--- src/rtl/core/mbrc_pkg.sv ---
package mbrc_pkg;

	localparam int CFG_IDX_W = 2;

	localparam logic [CFG_IDX_W-1:0] CFG_SLAVE_ADDRESS  = 2'd0;
	localparam logic [CFG_IDX_W-1:0] CFG_FUNCTION_CODE  = 2'd1;
	localparam logic [CFG_IDX_W-1:0] CFG_REGISTER_COUNT = 2'd2;

	localparam logic [7:0] SLAVE_ADDRESS_RST  = 8'd1;
	localparam logic [7:0] FUNCTION_CODE_RST  = 8'd3;
	localparam logic [6:0] REGISTER_COUNT_RST = 7'd1;

	localparam logic [15:0] CRC_PRESET = 16'hFFFF;
	localparam logic [15:0] CRC_POLY   = 16'hA001;

	localparam logic KIND_WORD   = 1'b0;
	localparam logic KIND_STATUS = 1'b1;

	localparam logic [1:0] ST_OK         = 2'd0;
	localparam logic [1:0] ST_CRC_BAD    = 2'd1;
	localparam logic [1:0] ST_HEADER_BAD = 2'd2;
	localparam logic [1:0] ST_LENGTH_BAD = 2'd3;

	localparam logic [7:0] POS_MAX = 8'd255;

	typedef struct packed {
		logic [7:0] rx_byte;
		logic       end_of_frame;
	} in_t;

	typedef struct packed {
		logic        result_kind;
		logic [6:0]  word_index;
		logic [15:0] word_value;
		logic [1:0]  status;
		logic        last;
	} out_t;

	typedef struct packed {
		logic [7:0] slave_address;
		logic [7:0] function_code;
		logic [6:0] register_count;
	} cfg_t;

	function automatic logic [15:0] crc_feed(input logic [15:0] crc, input logic [7:0] b);
		logic [15:0] c;
		logic        lsb;
		c = crc ^ {8'd0, b};
		for (int i = 0; i < 8; i++) begin
			lsb = c[0];
			c = {1'b0, c[15:1]};
			if (lsb) begin
				c = c ^ CRC_POLY;
			end
		end
		return c;
	endfunction

endpackage

--- src/rtl/core/mbrc_frame_core.sv ---
module mbrc_frame_core
	import mbrc_pkg::*;
(
	input  logic clk,
	input  logic arst_n,
	input  cfg_t cfg,
	input  in_t  item,
	input  logic fire,
	output logic res_valid,
	output out_t res
);

	logic [15:0] crc_q;
	logic [7:0]  prev_q;
	logic [7:0]  pos_q;
	logic        hdr_q;

	logic [15:0] crc_new;
	logic        hdr_new;
	logic [8:0]  expected_last;
	logic [15:0] rx_crc;
	logic [7:0]  pos_off;
	logic [6:0]  k;
	logic [1:0]  st;

	always_comb begin
		expected_last = 9'd4 + {1'b0, cfg.register_count, 1'b0};
		crc_new = (pos_q != 8'd0) ? crc_feed(crc_q, prev_q) : crc_q;
		hdr_new = hdr_q;
		if (pos_q == 8'd0 && item.rx_byte != cfg.slave_address) begin
			hdr_new = 1'b1;
		end
		if (pos_q == 8'd1 && item.rx_byte != cfg.function_code) begin
			hdr_new = 1'b1;
		end
		if (pos_q == 8'd2 && item.rx_byte != {cfg.register_count, 1'b0}) begin
			hdr_new = 1'b1;
		end
		rx_crc = {item.rx_byte, prev_q};
		if (pos_q == 8'd0) begin
			st = ST_LENGTH_BAD;
		end else if (rx_crc != crc_q) begin
			st = ST_CRC_BAD;
		end else if (hdr_new || pos_q < 8'd2) begin
			st = ST_HEADER_BAD;
		end else if ({1'b0, pos_q} != expected_last) begin
			st = ST_LENGTH_BAD;
		end else begin
			st = ST_OK;
		end
		pos_off = pos_q - 8'd4;
		k = pos_off[7:1];

		res = '0;
		res_valid = 1'b0;
		if (item.end_of_frame) begin
			res_valid = 1'b1;
			res.result_kind = KIND_STATUS;
			res.status = st;
			res.last = 1'b1;
		end else if (pos_q >= 8'd4 && !pos_q[0] && k < cfg.register_count) begin
			res_valid = 1'b1;
			res.result_kind = KIND_WORD;
			res.word_index = k;
			res.word_value = {prev_q, item.rx_byte};
		end
	end

	always_ff @(posedge clk or negedge arst_n) begin
		if (!arst_n) begin
			crc_q <= CRC_PRESET;
			prev_q <= 8'd0;
			pos_q <= 8'd0;
			hdr_q <= 1'b0;
		end else if (fire) begin
			if (item.end_of_frame) begin
				crc_q <= CRC_PRESET;
				prev_q <= 8'd0;
				pos_q <= 8'd0;
				hdr_q <= 1'b0;
			end else begin
				crc_q <= crc_new;
				prev_q <= item.rx_byte;
				hdr_q <= hdr_new;
				if (pos_q != POS_MAX) begin
					pos_q <= pos_q + 8'd1;
				end
			end
		end
	end

	a_frame_clear: assert property (@(posedge clk) disable iff (!arst_n)
		fire && item.end_of_frame |=> pos_q == 8'd0 && crc_q == CRC_PRESET && !hdr_q)
		else $error("frame state not cleared after final beat");

	a_pos_step: assert property (@(posedge clk) disable iff (!arst_n)
		fire && !item.end_of_frame && pos_q != POS_MAX |=> pos_q == $past(pos_q) + 8'd1)
		else $error("byte position did not advance");

	a_word_range: assert property (@(posedge clk) disable iff (!arst_n)
		res_valid && res.result_kind == KIND_WORD |-> res.word_index < cfg.register_count)
		else $error("word index beyond register count");

endmodule

--- src/rtl/core/modbus_rtu_read_response_checker_top.sv ---
// an accepted byte waits in the input register and its result enters the result register when it fires
// throughput: one byte per cycle while no result waits on result_ready; the unrolled eight-step crc
// update runs in the core on its saved previous byte and crc register
// a result waiting on result_ready stalls input only when the input register is also full
// reset: config returns to address 1, function 3, one register; frame state clears
module modbus_rtu_read_response_checker_top
	import mbrc_pkg::*;
(
	input  logic                 clk,
	input  logic                 arst_n,
	input  logic                 byte_valid,
	output logic                 byte_ready,
	input  in_t                  byte_data,
	output logic                 result_valid,
	input  logic                 result_ready,
	output out_t                 result_data,
	input  logic                 cfg_valid,
	output logic                 cfg_ready,
	input  logic [CFG_IDX_W-1:0] cfg_index,
	input  logic [7:0]           cfg_data
);

	cfg_t cfg_q;
	logic valid_s1;
	in_t  item_s1;
	logic valid_s2;
	out_t result_s2;

	logic advance;
	logic fire;
	logic res_valid;
	out_t res;

	assign cfg_ready = 1'b1;
	assign advance = !valid_s2 || result_ready;
	assign fire = valid_s1 && advance;
	assign byte_ready = !valid_s1 || advance;
	assign result_valid = valid_s2;
	assign result_data = result_s2;

	always_ff @(posedge clk or negedge arst_n) begin
		if (!arst_n) begin
			cfg_q.slave_address <= SLAVE_ADDRESS_RST;
			cfg_q.function_code <= FUNCTION_CODE_RST;
			cfg_q.register_count <= REGISTER_COUNT_RST;
		end else if (cfg_valid && cfg_ready) begin
			case (cfg_index)
				CFG_SLAVE_ADDRESS:  cfg_q.slave_address <= cfg_data;
				CFG_FUNCTION_CODE:  cfg_q.function_code <= cfg_data;
				CFG_REGISTER_COUNT: cfg_q.register_count <= cfg_data[6:0];
				default: begin
				end
			endcase
		end
	end

	// input beat register
	always_ff @(posedge clk or negedge arst_n) begin
		if (!arst_n) begin
			valid_s1 <= 1'b0;
		end else if (byte_ready) begin
			valid_s1 <= byte_valid;
		end
	end

	always_ff @(posedge clk) begin
		if (byte_valid && byte_ready) begin
			item_s1 <= byte_data;
		end
	end

	mbrc_frame_core u_core (
		.clk       (clk),
		.arst_n    (arst_n),
		.cfg       (cfg_q),
		.item      (item_s1),
		.fire      (fire),
		.res_valid (res_valid),
		.res       (res)
	);

	// result register
	always_ff @(posedge clk or negedge arst_n) begin
		if (!arst_n) begin
			valid_s2 <= 1'b0;
		end else if (advance) begin
			valid_s2 <= fire && res_valid;
		end
	end

	always_ff @(posedge clk) begin
		if (fire && res_valid) begin
			result_s2 <= res;
		end
	end

	a_stall_full: assert property (@(posedge clk) disable iff (!arst_n)
		!byte_ready |-> valid_s1 && valid_s2 && !result_ready)
		else $error("input stalled without a full pipeline");

	a_status_last: assert property (@(posedge clk) disable iff (!arst_n)
		valid_s2 |-> result_s2.last == (result_s2.result_kind == KIND_STATUS))
		else $error("last flag disagrees with result kind");

	a_result_hold: assert property (@(posedge clk) disable iff (!arst_n)
		valid_s2 && !result_ready |=> valid_s2 && $stable(result_s2))
		else $error("pending result changed under stall");

endmodule

--- config.mk ---
export PLATFORM = sky130hd
export DESIGN_NAME = modbus_rtu_read_response_checker_top
export DESIGN_NICKNAME = d
export VERILOG_FILES = /design/src/rtl/core/mbrc_pkg.sv /design/src/rtl/core/mbrc_frame_core.sv /design/src/rtl/core/modbus_rtu_read_response_checker_top.sv
export SDC_FILE = /design/constraint.sdc
export NUM_CORES = 1
export LEC_CHECK = 0
export BUFFER_PORTS_ARGS = -buffer_cell sky130_fd_sc_hd__buf_2
export CAP_MARGIN = 20
export CORE_MARGIN = 3
export CORE_UTILIZATION = 49
export CTS_CLUSTER_DIAMETER = 100
export DETAILED_ROUTE_END_ITERATION = 8
export PLACE_DENSITY = 0.78
export SLEW_MARGIN = 20
export SYNTH_ARGS = -nofsm -noshare
export SYNTH_HDL_FRONTEND = slang
export SYNTH_SLANG_ARGS = --single-unit
--- constraint.sdc ---
create_clock -name clk -period 4.8 [get_ports clk]
set_input_delay 0.96 -clock clk [delete_from_list [all_inputs] [get_ports clk]]
set_output_delay 0.96 -clock clk [all_outputs]
set_load 0.1 [all_outputs]
* After elaboration in Yosys (flattened, before gate mapping)
Index checks and enable logic that the tools add are counted.
Word-level totals: output and inout bits 30, word-level logic and storage cells 91, input port bits 24, flip-flop bits (word level) 94
Operators by class: bitwise operators 10, add/subtract/negate cells 3, multiplexer cells 24, equal/unequal tests 10, $lt $le $gt $ge 3, reductions and logical operators 25
Operators with widths (number):
- 16-bit two-way mux | 10
- 8-bit two-way mux | 3
- 8-bit inequality test | 3
- 2-bit inverter with 3-bit output | 8
- 16-bit inequality test | 1
- 16-bit by 8-bit bitwise XOR with 16-bit output | 1
- 2-bit AND reduction | 5
- 3-bit by 8-bit adder with 9-bit output, first input constant | 1
- 8-bit by 9-bit inequality test with 1-bit output | 1
- 8-bit by 1-bit adder with 8-bit output, second input constant | 1
- 8-bit by 1-bit equality test with 1-bit output, second input constant | 1
- 8-bit by 2-bit equality test with 1-bit output, second input constant | 1
- 8-bit by 3-bit greater-or-equal comparator with 1-bit output, second input constant | 1
- 1-bit logical AND | 8
- 8-bit zero test | 1
- 8-bit by 2-bit < comparator with 1-bit output, second input constant | 1
- 2-bit two-way mux | 4
- 8-bit inequality test, second input constant | 1
- 8-bit nonzero test | 1
- 8-bit by 3-bit subtractor with 8-bit output, second input constant | 1
- 7-bit < comparator | 1
- 1-bit two-way mux | 7
- 2-bit nonzero test | 2
- 1-bit zero test | 3
- 6 further kinds | 8

* Logic depth before layout (Yosys ltp)
Gate-level depths: netlist (run 1).
depth in word-level cells 19, depth in mapped cells 10, mapped depth without buffers 9

* By module
From an unflattened synthesis (run 1), not the netlist that was laid out.
Second synthesis, totals: cells, all modules 412, area total of the unflattened synthesis 4822.1 um2
Modules (own cells, without submodules):
- mbrc_frame_core | area an instance 2752.6 um2, instances 1, cells an instance 315, seq. area each 845.8 um2
- modbus_rtu_read_response_checker_top | area an instance 2069.5 um2, instances 1, cells an instance 97, seq. area each 1711.6 um2

* Least setup slack after synthesis (run 1)
No wires, ideal clock.
path type flip-flop to flip-flop, from register u_core.pos_q[4], to register result_s2 (netlist bit result_data[0]) (enable), setup time 411 ps, period minus slack after synthesis 3452 ps, data required time 4389 ps, buffers on the path 2, setup slack 1348 ps, data arrival time 3041 ps, stages on the path, launching flop included 10, path through dfrtp_1 clkbuf_1 nor3_1 nand3_1 xnor2_1 ha_1 a311o_1 clkbuf_1 o31a_1 nor2_1
Between the ends: cells in the longest elaborated chain, start to end 6, elaborated cells between the ends (all ways) 8, those cells by class 1 x add/sub; 2 x order compare; 2 x mux; 3 x reduce/logical
RTL lines:
- start: declaration | RTL line mbrc_frame_core.sv:15 | logic [7:0] pos_q;
- start signal: assignment | RTL line mbrc_frame_core.sv:86 | pos_q <= pos_q + 8'd1;
- 8-bit by 3-bit subtractor with 8-bit output | RTL line mbrc_frame_core.sv:51 | pos_off = pos_q - 8'd4;
- via u_core.pos_off[7] | RTL line mbrc_frame_core.sv:22 | logic [7:0] pos_off;
- 7-bit < comparator | RTL line mbrc_frame_core.sv:61 | end else if (pos_q >= 8'd4 && !pos_q[0] && k < cfg.register_count) begin
- 1-bit logical AND | RTL line mbrc_frame_core.sv:61
- 1-bit two-way mux | RTL line mbrc_frame_core.sv:61
- 1-bit two-way mux | RTL line mbrc_frame_core.sv:56 | if (item.end_of_frame) begin
- 1-bit logical AND | RTL line modbus_rtu_read_response_checker_top.sv:92 | if (fire && res_valid) begin
- end signal: assignment | RTL line modbus_rtu_read_response_checker_top.sv:93 | result_s2 <= res;
- end: declaration | RTL line modbus_rtu_read_response_checker_top.sv:27 | out_t result_s2;
The timed path passes the listed nets, and every way through them passes these cells. A chain may end at the register's enable or synchronous reset.

* Worst setup path in the final report (run 1)
from register u_core.pos_q[4], to register result_s2 (netlist bit result_data[2]) (enable)
The elaborated chain is that of the path after synthesis.

==> impl_metrics.ini, run 1 <==
[status]
outcome = finished, final reports clean

[cts]
clk-insertion-delay-late_ps = 360
htreeDepth = 3
post_cts_buffers = 0
cts_buffers = 9
clockBufferDepth = 2
clkTransAtPathRegs_ps = 100
cts_tree = yes
ctsResizeCount = 0
cts-root-buf = clkbuf_8
cts.hold.buffers_added = 0
clock-sinks = 94

[logic_synthesis]
synth_xor_area_share_pct = 12.2
ys_ff_latch = 94
synth_nets = 452
synth.most_common_cell = xnor2_1
synth-simple-area-share_pct = 12.8
synth_ff_type = dfrtp_1
synth_top_cell_area_share_pct = 22.7
synth_area_um2 = 4770
ys_async_sr_fraction_pct = 61.7
synth_cell_types = 51
synth-warning-count = 0
synth_fa_ha_area_share_pct = 4.72
synth_cells = 410
syn_avg_cell_area_um2 = 11.6
ys_top_cells_by_count = xnor2_1, dfrtp_1, edfxtp_1
synth_edf_count = 36
synth_top_family_by_area = simple AND/OR/NAND/NOR gates
synth.area.mux_share_pct = 5.43
synth-compound-area-share_pct = 8.16
yosysTopAreaCell = edfxtp_1
yosysSeqAreaShare_pct = 53.6
netlist_top_cells_area = edfxtp_1, dfrtp_1, dfstp_2

[placed_design]
place.gp.congestion = 0.901
dp_hpwl_mm = 7.35
dp.cells = 569
numPortBuffers = 52

[die]
die_w_um = 105
core_um2 = 9330
rows = 35
io_pins = 54
initial_utilization_pct = 51.1
die_h_um = 105
fp.dieArea_um2 = 11000

[pwr]
pwr_density_cell_nw_per_um2 = 515
ir_worst_vdd_mv = 0.246
leakagePower_nw = 2.08

[route]
wl_per_cell_um = 17.3
num_vias = 3234
vias_per_cell = 5.53
drtIter0Drc = 204
post-route-drc-count = 0
drtPass1Iterations = 4
ant_nets = 0
wl_mm = 10.1

[sta]
fmax_mhz = 331
hold_ws_ps = 513
setup_viol = 0
worst_pin_slew_ps = 1070
finalCritPeriodShare_pct = 63.0
rsz0062_at_grt = false
fin_setup_tns_ps = 0
slew_headroom_pct = 28.7
hold_violations = 0
fin_crit_ps = 3020
fin_skew_ps = 10.1
final_max_slew_viol_count = 0

[worst_hold_path]
hold_path.class = flop to flop

[cells_and_area]
seqCellArea_um2 = 2560
multi_input_area_um2 = 2070
area_delta_synth_final_pct = 11.8
num-nets-final = 493
drive_gt1_share_pct = 26.5
stdcell_count = 585
antenna_cells = 0
nFillCells = 795

[run]
cap_violations = 0

[worst_setup_path]
cp.required_ps = 4830
cp-end-kind = flop
critPathKind = flop to flop
critPathMaxFanout = 27
start_kind = flop
cp.arrival_ps = 3060

[grt]
grt_pass1_vias = 3378
grt-ovfl-total = 0
grt_pass1_wl_mm = 16.6
antenna_found_initial = 0
grt_usage_pct = 19.1
grt_max_degree = 36
-- worst max-delay path, stage by stage, from the launching register on --
cell     delay, ps
dfrtp_1        540
nor3_1         190
nand3_1        130
xnor2_1        160
ha_1           190
a311o_1        630
o31a_1         430
nor2_2          80
buf_4          340
-- layout make-up --
| cell class | instances | area share, % |
|---|---|---|
| clock buffers | 9 | 2.32 |
| clock inverters | 7 | 1.71 |
| inverters | 13 | 0.915 |
| multi-input cells | 279 | 38.9 |
| flip-flops and latches | 94 | 48.0 |
| well taps | 129 | 3.03 |
| repair buffers | 54 | 5.16 |
-- metrics by stage --
stage	cell area (um2)	setup slack, ps	utilization, %	power (W)
2_1_floorplan	4770	1350	-	0.00198
3_3_place_gp	5110	1890	54.8	0.00216
3_5_place_dp	5120	1800	54.9	0.00219
4_1_cts	5330	1800	57.2	0.00275
5_1_grt	5330	1650	57.2	0.00290
6_report	5330	1780	57.2	0.00275
-- flip-flops by register name (all words and copies together) (netlist names) --
register and cells:
u_core.pos_q 8, u_core.prev_q 8, result_valid 1, item_s1 9
u_core.crc_q 16, valid_s1 1, result_data 27, u_core.hdr_q 1
cfg_q 23
-- logic make-up after synthesis --
kind of cell	after synthesis
adder cells (fa/ha/maj)	18
other	1
multiplexers	23
XOR/XNOR	63
flip-flops	94
AO/OA/AOI/OAI	59
buffers and inverters	37
AND/OR/NAND/NOR	115
-- layout by cell type, fill, tap and decap left out, drive strengths merged, types with 11 or more instances in the layout --
cell type and n:
buf 54, nor2 24, dfstp 20, a21oi 14
ha 18, dfrtp 38, inv 14, o22a 11
nor3 13, xnor2 46, edfxtp 36, o21ai 18
nand2 25, xor2 16, mux2 23
-- layer usage --
layer / vias up / routed length [um] / share of wire [%] / global-route usage, %
met2: 111 / 4660 / 46 / 30.2
met4: 0 / 174 / 1.7 / 6.75
met1: 1575 / 4690 / 46 / 26.4
met5: - / 0 / 0 / 0
met3: 14 / 600 / 5.9 / 3.58
li1: 1534 / - / - / -
-- worst paths after layout --
check | startpoint | end | slack (ps) | cells past startpoint
hold / removal | u_core.crc_q[0] | u_core.crc_q[0] | 510 | 2
hold reg to reg | u_core.crc_q[0] | u_core.crc_q[0] | 510 | 2
setup reg to reg | u_core.pos_q[4] | result_data[2] | 1780 | 8
setup / recovery | u_core.pos_q[4] | result_data[2] | 1780 | 8
min in group asynchronous | arst_n | u_core.pos_q[0] | 590 | 1
max in group asynchronous | arst_n | u_core.crc_q[13] | 3320 | 2
-- power by group --
group          switching, W  internal (W)
Combinational      0.000615      0.000415
Clock              0.000308      0.000254
Sequential         0.000140       0.00102
Total               0.00106       0.00168
No activity file was read; power rests on OpenSTA's default activity.
==> run 2: changes to the inputs <==
==> constraint.sdc (replaced) <==
create_clock -name clk -period 2.9 [get_ports clk]
set_input_delay 0.58 -clock clk [delete_from_list [all_inputs] [get_ports clk]]
set_output_delay 0.58 -clock clk [all_outputs]
set_load 0.1 [all_outputs]
==> run 2 against run 1 <==
  * Die area unchanged
  * Clock skew increased by 9.8 ps
  * Clock-buffer cell count unchanged
  * Cell area up 1.4%
  * Clock power up 60%
  * Largest cell class unchanged
==> impl_metrics.ini, run 2 (synthesis gave the netlist of run 1 again) <==
[status]
outcome = finished, final reports clean

[cells_and_area]
final_common_cell = buf_2
drive_gt1_share_pct = 28.0
num-nets-final = 501
nFillCells = 750
antenna_cells = 0
largest_register_ffs = 27
area_delta_synth_final_pct = 13.4
final_cell_mix = buf_2, xnor2_1, dfrtp_1

[cts]
cts-root-buf = clkbuf_8
clkTransAtPathRegs_ps = 100
clockBufferDepth = 2
clock-sinks = 94
htreeDepth = 3
cts_tree = yes
cts_buffers = 9
post_cts_buffers = 0
clk-insertion-delay-late_ps = 370
cts.hold.buffers_added = 0

[grt]
grt_max_degree = 59
grt_usage_pct = 19.6
grt-ovfl-total = 0
grt_pass1_vias = 3361
grt_pass1_wl_mm = 17.1
antenna_found_initial = 0

[route]
wl_per_cell_um = 17.1
drtPass1Iterations = 4
wl_mm = 10.1
post-route-drc-count = 0
ant_nets = 0
vias_per_cell = 5.57
num_vias = 3301
drtIter0Drc = 257

[die]
rows = 35
fp.dieArea_um2 = 11000
die_h_um = 105
core_um2 = 9330
die_w_um = 105
initial_utilization_pct = 51.1
io_pins = 54

[placed_design]
dp_hpwl_mm = 7.22
place.gp.congestion = 0.898
post-place-ws_ps = 273
numPortBuffers = 52

[sta]
slew_headroom_pct = 45.1
rsz0062_at_grt = false
final_max_slew_viol_count = 0
setup_viol = 0
fin_ws_ps = 236
finalCritPeriodShare_pct = 91.8
fmax_mhz = 375
hold_violations = 0
fin_setup_tns_ps = 0
fin_crit_ps = 2660
worst_pin_slew_ps = 823
fin_skew_ps = 19.9

[run]
cap_violations = 0

[pwr]
pwr_density_cell_nw_per_um2 = 841
leakagePower_nw = 2.12
ir_worst_vdd_mv = 0.496

[worst_setup_path]
cp-end-kind = flop
worstPathCellList = inv_1, ha_1, nand2_1, xnor2_1, ha_1, o21ai_0, a21oi_1, o21a_1, buf_4, nor4b_1
cp.arrival_ps = 2830
critPathMaxFanout = 23
cp_slowest_cell = dfrtp_1
critPathKind = flop to flop
start_kind = flop
cpPeakStageDelay_ps = 480
cpMostUsedCell = ha_1
cp.required_ps = 3060

[worst_hold_path]
hold_path.class = input port to async pin
## run 2: what timing repair did
action                     CTS  global route
setup endpoints to repair    0             2
gates resized for setup      0             2
hold endpoints to repair     0             0
## run 2: cell type report
class                           count  area (um2)  area share (%)
Clock inverter                      7        78.8            1.46
Clock buffer                        9         124            2.29
Inverter                           13        48.8           0.903
Tap cell                          129         161            2.99
Sequential cell                    94        2560            47.3
Multi-Input combinational cell    279        2090            38.6
Timing Repair Buffer               62         348            6.44
## run 2: layer usage
layer | routed length, um | vias to the layer above | part of all wire, % | global-route usage, %
met2 | 4630 | 103 | 46 | 30.5
met5 | 0 | - | 0 | 0
met3 | 517 | 17 | 5.1 | 3.58
met1 | 4800 | 1626 | 47 | 27.8
met4 | 171 | 0 | 1.7 | 6.65
li1 | - | 1555 | - | -
## run 2: stage by stage
| step | cell area, um2 | hold slack [ps] | utilization (%) | total power [W] | cells |
|---|---|---|---|---|---|
| after floorplan | 4780 | 284 | - | 0.00329 | 410 |
| after global placement | 5190 | 498 | 55.6 | 0.00362 | 577 |
| after detailed placement | 5190 | 508 | 55.6 | 0.00365 | 577 |
| after CTS | 5390 | 380 | 57.8 | 0.00455 | 593 |
| after global routing | 5410 | 383 | 57.9 | 0.00480 | 593 |
| final | 5410 | 353 | 57.9 | 0.00455 | 593 |
## run 2: critical path: cells and delay by family (launching register included)
kind,cells,cell delay [ps]
buffers and inverters,2,370
adder cells (fa/ha/maj),2,570
AND/OR/NAND/NOR,2,430
AO/OA/AOI/OAI,3,330
flip-flops,1,480
XOR/XNOR,1,270
## run 2: path summary, 6_finish.rpt
check / from / end / slack (ps) / cells after the start
max: u_core.pos_q[2] / result_data[15] / 240 / 10
max in group asynchronous: arst_n / valid_s1 / 2050 / 2
min: arst_n / u_core.prev_q[1] / 350 / 2
min reg2reg: u_core.crc_q[0] / u_core.crc_q[0] / 520 / 2
min in group clk: byte_data[1] / item_s1[1] / 390 / 1
max reg2reg: u_core.pos_q[2] / result_data[15] / 240 / 10
## run 2: report_power, final
group	switching (W)	internal (W)	leakage, nW
clock	0.000486	0.000409	0.0982
combinational	0.00102	0.000722	0.990
sequential	0.000227	0.00168	1.03
==> run 3: changes to the inputs <==
--- a/config.mk
+++ b/config.mk
@@ -8,10 +8,10 @@
 export BUFFER_PORTS_ARGS = -buffer_cell sky130_fd_sc_hd__buf_2
 export CAP_MARGIN = 20
 export CORE_MARGIN = 3
-export CORE_UTILIZATION = 49
+export CORE_UTILIZATION = 55
 export CTS_CLUSTER_DIAMETER = 100
 export DETAILED_ROUTE_END_ITERATION = 8
-export PLACE_DENSITY = 0.78
+export PLACE_DENSITY = 0.85
 export SLEW_MARGIN = 20
 export SYNTH_ARGS = -nofsm -noshare
 export SYNTH_HDL_FRONTEND = slang
==> run 3 against run 2 <==
  * Sequential share of layout area increased by 0.24 points
  * Hold slack lost 10 ps
  * Critical endpoint is now result_data[18]
  * Combinational power up 3%
  * Total power increased by 0.61%
  * Largest power group unchanged
  * Critical path type unchanged
  * Final cell count down 3.9%
  * First-iteration DRC count decreased by 37%
  * Clock skew decreased by 10 ps
  * Largest cell class unchanged
  * Die area down 10%
  * Sequential power barely moved
==> impl_metrics.ini, run 3 (synthesis gave the netlist of run 1 again) <==
[sta]
hold_violations = 0
worst_pin_slew_ps = 884
fmax_mhz = 371
rsz0062_at_grt = false
finalCritPeriodShare_pct = 93.1
fin_ws_ps = 201
fin_setup_tns_ps = 0
fin_crit_ps = 2700
setup_viol = 0
final_max_slew_viol_count = 0
slew_headroom_pct = 41.0
fin_skew_ps = 9.82

[die]
io_pins = 54
rows = 33
core_um2 = 8300
initial_utilization_pct = 57.5
die_w_um = 99.1
die_h_um = 99.1
fp.dieArea_um2 = 9820

[pwr]
p_clk_share_pct = 19.1
ir_worst_vdd_mv = 0.719
pwr-share-seq_pct = 41.7
leakagePower_nw = 2.12
switching_share_pct = 38.2
p_sw_w = 0.00175
internal_power_w = 0.00282
pwr_density_cell_nw_per_um2 = 850
power_frac_comb_pct = 39.2

[placed_design]
dp_hpwl_mm = 7.37
post-place-ws_ps = 226
numPortBuffers = 52
place.gp.congestion = 0.923

[cts]
cts_tree = yes
cts_buffers = 9
clock-sinks = 94
cts-root-buf = clkbuf_8
clk-insertion-delay-late_ps = 360
clkTransAtPathRegs_ps = 100
clockBufferDepth = 2
post_cts_buffers = 0
htreeDepth = 3

[route]
wl_per_cell_um = 17.9
vias_per_cell = 5.94
post-route-drc-count = 0
drtPass1Iterations = 6
ant_nets = 0
wl_mm = 10.2
drtIter0Drc = 161
num_vias = 3388

[cells_and_area]
final_common_cell = buf_2
drive_gt1_share_pct = 28.0
final_cell_mix = buf_2, xnor2_1, dfrtp_1
largest_register_ffs = 27
antenna_cells = 0
num-nets-final = 502
nFillCells = 643
area_delta_synth_final_pct = 12.8

[grt]
antenna_found_initial = 0
grt_usage_pct = 21.8
grt-ovfl-total = 0
grt_max_degree = 39
grt_pass1_vias = 3333
grt_pass1_wl_mm = 16.9

[worst_setup_path]
critPathMaxFanout = 16
cp.required_ps = 3060
cp.arrival_ps = 2860
reg2reg_setup_slack_ps = 200
critPathKind = flop to flop
start_kind = flop
cp-end-kind = flop

[status]
outcome = finished, final reports clean

[run]
cap_violations = 0

[worst_hold_path]
hold_path.class = input port to async pin
==> run 3: worst max-delay path, stage by stage (launching register included) <==
cell     delay (ps)
dfrtp_1         540
nor3_1          280
xor2_1          300
ha_1            290
o21ai_0         170
a21oi_1          80
o21a_1          300
buf_12          200
nor4b_1         330
==> run 3: path summary, 6_finish.rpt <==
kind | start | endpoint | cells past startpoint
worst max-delay path | u_core.pos_q[4] | result_data[18] | 8
worst min-delay path | arst_n | cfg_q[14] | 1
min in group clk | byte_data[1] | item_s1[1] | 1
worst max register to register | u_core.pos_q[4] | result_data[18] | 8
max in group asynchronous | arst_n | u_core.crc_q[10] | 2
worst min register to register | u_core.crc_q[0] | u_core.crc_q[0] | 2
==> run 3: per-stage QoR <==
step	cell area [um2]	std cells	total power (W)	utilization [%]	hold WS, ps
after floorplan	4780	410	0.00329	-	284
after global placement	5180	554	0.00362	62.4	499
after detailed placement	5180	554	0.00370	62.4	501
after CTS	5380	570	0.00458	64.8	354
after global routing	5380	570	0.00482	64.8	374
final	5380	570	0.00457	64.8	343
==> run 3: per-layer routing <==
layer  part of all wire [%]  GRT usage (%)  up-vias
li1                       -              -     1553
met3                    7.1           3.72       23
met1                     44           30.8     1683
met4                    2.4           9.35        0
met2                     46           33.5      129
met5                      0              0        -
==> run 3: what timing repair did <==
item                                    CTS  global route
gates resized for setup                   0             2
endpoints found under the setup margin    0             5
hold endpoints to repair                  0             0
hold buffers                              0             0
==> run 3: final cells by class <==
class / count / area, um2 / share of cell area [%]
clock buffer: 9 / 124 / 2.30
clock inverter: 7 / 72.6 / 1.35
inverter: 13 / 48.8 / 0.907
multi-input combinational: 279 / 2080 / 38.6
sequential: 94 / 2560 / 47.6
tap: 105 / 131 / 2.44
timing repair buffer: 63 / 368 / 6.84
==> run 3: power groups by stage <==
stage	logic, W	clock network (W)	registers [W]
3_3_place_gp	0.00171	0	0.00191
2_1_floorplan	0.00115	0	0.00213
3_5_place_dp	0.00177	0	0.00193
4_1_cts	0.00179	0.000882	0.00190
5_1_grt	0.00194	0.000943	0.00194
6_report	0.00179	0.000874	0.00191
